===== config.mk =====
export PLATFORM = sky130hd
export DESIGN_NAME = nsmd_ctrl
export DESIGN_NICKNAME = d
export VERILOG_FILES = /design/src/hw/rtl/nsmd_pkg.sv /design/src/hw/rtl/nsmd_ctrl.sv
export SDC_FILE = /design/constraint.sdc
export NUM_CORES = 1
export LEC_CHECK = 0
export BUFFER_PORTS_ARGS = -buffer_cell sky130_fd_sc_hd__buf_2
export CORE_MARGIN = 2
export CORE_UTILIZATION = 25
export CTS_BUF_LIST = sky130_fd_sc_hd__clkbuf_2 sky130_fd_sc_hd__clkbuf_4 sky130_fd_sc_hd__clkbuf_8
export CTS_CLUSTER_SIZE = 30
export DETAILED_ROUTE_END_ITERATION = 7
export GPL_TIMING_DRIVEN = 0
export MAX_ROUTING_LAYER = met4
export PLACE_DENSITY = 0.5
export SYNTH_ARGS = -nofsm -noshare
export SYNTH_HDL_FRONTEND = slang
export SYNTH_SLANG_ARGS = --single-unit

===== constraint.sdc =====
create_clock -name clk -period 2.8 [get_ports clk]
set_input_delay 0.56 -clock clk [delete_from_list [all_inputs] [get_ports clk]]
set_output_delay 0.56 -clock clk [all_outputs]
set_load 0.02 [all_outputs]

===== src/hw/rtl/nsmd_pkg.sv =====
// Shared types for the nearest smaller max diff unit.
// Command and status groups between the controller and the datapath; no dependencies.
package nsmd_pkg;

  typedef struct packed {
    logic latch_in;    // capture the incoming request
    logic pop;         // drop the stack top and fetch the entry below it
    logic load_top;    // take the fetched stack entry as the new top
    logic push;        // push the current value onto the stack
    logic store;       // record value and left neighbor of a new element
    logic hold_nb;     // keep the right neighbor and step the element index down
    logic right_init;  // start the right-to-left pass
    logic rd_elem;     // fetch one stored element and its left neighbor
    logic load_elem;   // take the fetched element as the current value
    logic diff;        // fold one neighbor difference into the running maximum
    logic finish;      // publish the result and clear the frame
  } cmd_t;

  typedef struct packed {
    logic pop_needed;  // stack not empty and its top is not smaller than the value
    logic room;        // frame still has space for an element
    logic last_flag;   // the captured request closes the frame
    logic idx_zero;    // right pass has visited every element
    logic out_busy;    // result register still holds an untaken result
  } status_t;

endpackage


===== src/hw/rtl/nsmd_ctrl.sv =====
// Controller of the nearest smaller max diff unit: sequences loading and the right pass.
// Depends on nsmd_pkg for the command and status structs.
module nsmd_ctrl (
  input  logic              clk,
  input  logic              rst,
  input  logic              item_valid,
  output logic              item_stall,
  input  nsmd_pkg::status_t status,
  output nsmd_pkg::cmd_t    cmd
);

  localparam logic [3:0] S_IDLE   = 4'd0;
  localparam logic [3:0] S_LOAD   = 4'd1;
  localparam logic [3:0] S_LWAIT  = 4'd2;
  localparam logic [3:0] S_RINIT  = 4'd3;
  localparam logic [3:0] S_RREAD  = 4'd4;
  localparam logic [3:0] S_RELEM  = 4'd5;
  localparam logic [3:0] S_RCHECK = 4'd6;
  localparam logic [3:0] S_RWAIT  = 4'd7;
  localparam logic [3:0] S_DIFF   = 4'd8;
  localparam logic [3:0] S_FINISH = 4'd9;

  logic [3:0] state;
  logic [3:0] state_next;

  assign item_stall = (state != S_IDLE);

  always_comb begin
    cmd        = '0;
    state_next = state;
    unique case (state)
      S_IDLE: begin
        if (item_valid) begin
          cmd.latch_in = 1'b1;
          state_next   = S_LOAD;
        end
      end
      S_LOAD: begin
        if (!status.room) begin
          state_next = status.last_flag ? S_RINIT : S_IDLE;
        end else if (status.pop_needed) begin
          cmd.pop    = 1'b1;
          state_next = S_LWAIT;
        end else begin
          cmd.push   = 1'b1;
          cmd.store  = 1'b1;
          state_next = status.last_flag ? S_RINIT : S_IDLE;
        end
      end
      S_LWAIT: begin
        cmd.load_top = 1'b1;
        state_next   = S_LOAD;
      end
      S_RINIT: begin
        cmd.right_init = 1'b1;
        state_next     = S_RREAD;
      end
      S_RREAD: begin
        cmd.rd_elem = 1'b1;
        state_next  = S_RELEM;
      end
      S_RELEM: begin
        cmd.load_elem = 1'b1;
        state_next    = S_RCHECK;
      end
      S_RCHECK: begin
        if (status.pop_needed) begin
          cmd.pop    = 1'b1;
          state_next = S_RWAIT;
        end else begin
          cmd.push    = 1'b1;
          cmd.hold_nb = 1'b1;
          state_next  = S_DIFF;
        end
      end
      S_RWAIT: begin
        cmd.load_top = 1'b1;
        state_next   = S_RCHECK;
      end
      S_DIFF: begin
        cmd.diff   = 1'b1;
        state_next = status.idx_zero ? S_FINISH : S_RREAD;
      end
      S_FINISH: begin
        if (!status.out_busy) begin
          cmd.finish = 1'b1;
          state_next = S_IDLE;
        end
      end
      default: begin
        state_next = S_IDLE;
      end
    endcase
  end

  always_ff @(posedge clk) begin
    if (rst) begin
      state <= S_IDLE;
    end else begin
      state <= state_next;
    end
  end

endmodule


==> summary.md <==
| Metric | Value |
|---|---|
| Top cells by area, synth | dfxtp_1 18%, nor2b_1 10%, buf_2 4.6%, nor4bb_1 4.6%, and3b_1 4.0% |
| Synth Instances | 58 |
| Library cell appearing most often on the critical path | buf_2 |
| Rows | 15 |
| Worst hold path class | input pin to flop |
| Max Freq | between 400 and 500 MHz |
| Routed vias | 503 |
| TritonCTS sink count | 4 |
| 1st-pass router iterations | 3 |
| Max FFs per register | 4 |
| DIE HEIGHT | roughly 46 um |
| Peak VDD IR | about 0.17 mV |
| Post-synth EDFFs | 0 |
| Min Hold Slack | 0.539 ns |
| Diode count | 0 |
| Top post-synthesis cells by count | 7 x nor2b_1, 4 x buf_2, 4 x dfxtp_1, 4 x nand2_1 |
| Rel. slew slack | 0.741 |
| Part of the cycle the worst path needs | 0.749 |
| Worst-path clk slew | 0.04 ns |
| CP top delay family | simple AND/OR/NAND/NOR gates |
| Status | completed |
| Synth Cell Area | 439 sq um |
| Final WS setup | 0.702 ns |
| Filler cell count | 186 |
| DP Worst Slack | 0.951 ns |
| Vias in the first global route | 433 |
| Share of the synthesized area in the top cell type | 0.182 |
| Setup crit start | state[1] |
| Final #Nets | 90 |
| Post-Route WL | 1.09 mm |
| Area occupied by multi-input gates | 320 sq um |
| Syn Area/Cell | 7.57 sq um |
| Largest regs | state (4) |
| Worst hold start | rst |
| Routability congestion estimate | 0.789 |
| Final Max Slew Viols | 0 |
| Global-route wire length before repair | 1.88 mm |
| #FFs+latches synth | 4 |
| Pwr Density | between 300 and 400 nW/um^2 |
| FF/Latch Area | 80.1 sq um |
| RSZ-0062 raised after global routing | false |
| CP Data Arrival Time | around 1.5 ns |
| Crit. End Element | output pin |
| Largest net degree at the start of global routing | 11 |
| Startpoint Class | flop |
| Maximum Capacitance Violations | 0 |
| Ys async rst share | 0 |
| Residual DRC | 0 |
| Slowest Stage Delay on Critical Path | 0.44 ns |
| Crit path kind | flop to output pin |
| WP buf/inv | 2 |
| Setup_tns | 0 ns |
| Worst path slowest cell | dfxtp_1 |
| Initial antenna violation count | 0 |
| Die area | 2110 sq um |
| Clock Skews | 0.00175 ns |
| Slew @ Worst Pin | 0.382 ns |
| GRT overflow | 0 |
| DRT iter0 DRCs | 25 |
| Die Wd | between 40 and 50 um |
| Layout cell share with drive strength beyond 1 | 0.375 |
| # setup viols final | 0 |
| Fin crit period | 2.10 ns |
| Overall Global Routing Usage | 0.129 |
| CP cell instances | buf_2, nand2_1, nor4_1, or2_1, buf_2 |
| Ys flop type | dfxtp_1 |
| Detailed Place HPWL | 836 um |
| CP required | 2.24 ns |
| CORE AREA | roughly 1700 sq um |
| Critical Path Fanout Max | 10 |
| Most instantiated library cell after synthesis | nor2b_1 |
| Post-CTS resize count | 0 |
| # Post-CTS Setup Buffers | 0 |
| CTS Root Cell | clkbuf_4 |
| Hold buffers post-CTS | 0 |
| Largest Register | state |
| Ys Warns | 0 |
| Syn_nets | 66 |
| Distinct cells, synth | 30 |
| CTS buffer count | 3 |
| Layout area overhead | 31.6% |
| # IOs | 20 |
| Fin. Hold Viols | 0 |
| IO buf count | 19 |
| R2R Path Start | state[3] |
| TritonCTS clock tree | built |
| H-tree depth | 1 |
| Via density per instance | 5.19 |
| Largest area contributor in the netlist | dfxtp_1 |
| Register area share after synthesis | 0.182 |
| Worst-Skew Late Latency | 0.23 ns |
| Initial Util | 0.260 |
| Routed Antenna Nets | 0 |
| Leakage | 0.290 nW |
| CTS Buffer Depth | 2 |
| Routed len/inst | 11.3 um |
## per-layer routing
layer,track usage,wire [um],vias to the layer above
li1,-,-,263
met4,0.0457,11,0
met1,0.169,519,221
met3,0.0635,73,2
met2,0.169,488,17
met5,-,0,-
## worst paths after layout
kind | to | slack (ns) | cells after the start
setup / recovery | cmd[7] | 0.70 | 5
hold / removal | state[2] | 0.54 | 2
setup reg to reg | state[2] | 1.53 | 4
hold reg to reg | state[1] | 0.77 | 3
## report_power, final
group          leakage, nW  internal [mW]  switching (mW)
logic                0.243         0.0289          0.0373
clock network       0.0138         0.0478          0.0222
registers           0.0326         0.0604         0.00439
## metrics by stage
stage | std cells | area [sq um] | power (mW) | util
final | 97 | 578 | 0.201 | 0.342
after global routing | 97 | 578 | 0.223 | 0.342
after CTS | 97 | 578 | 0.206 | 0.342
after floorplan | 58 | 439 | 0.111 | -
after global placement | 94 | 556 | 0.132 | 0.329
after detailed placement | 94 | 556 | 0.132 | 0.329
## cells by family after synthesis
family	synth area share
DFF	0.182
buffers and inverters	0.0883
xor gates and xnor gates	0.0199
AOI/OAI and AO/OA	0.248
and+or+nand+nor	0.462
## layout by cell type (no fill, tap or decap), drive strengths merged, types with 3 or more instances in the layout
master / synthesis / routed
buf: 5 / 24
nor2b: 7 / 7
nand2: 4 / 4
dfxtp: 4 / 4
nor2: 3 / 3
a21oi: 3 / 3
clkbuf: 0 / 3
and3b: 3 / 3
## area by class of cell
cell class                 instances  share of cell area
multi-input combinational         47               0.554
timing repair buffer              19               0.165
sequential                         4               0.139
buffer                             5              0.0541
clock buffer                       3              0.0390
tap                               17              0.0368
inverter                           2              0.0130
No activity file was read; power rests on OpenSTA's default activity.
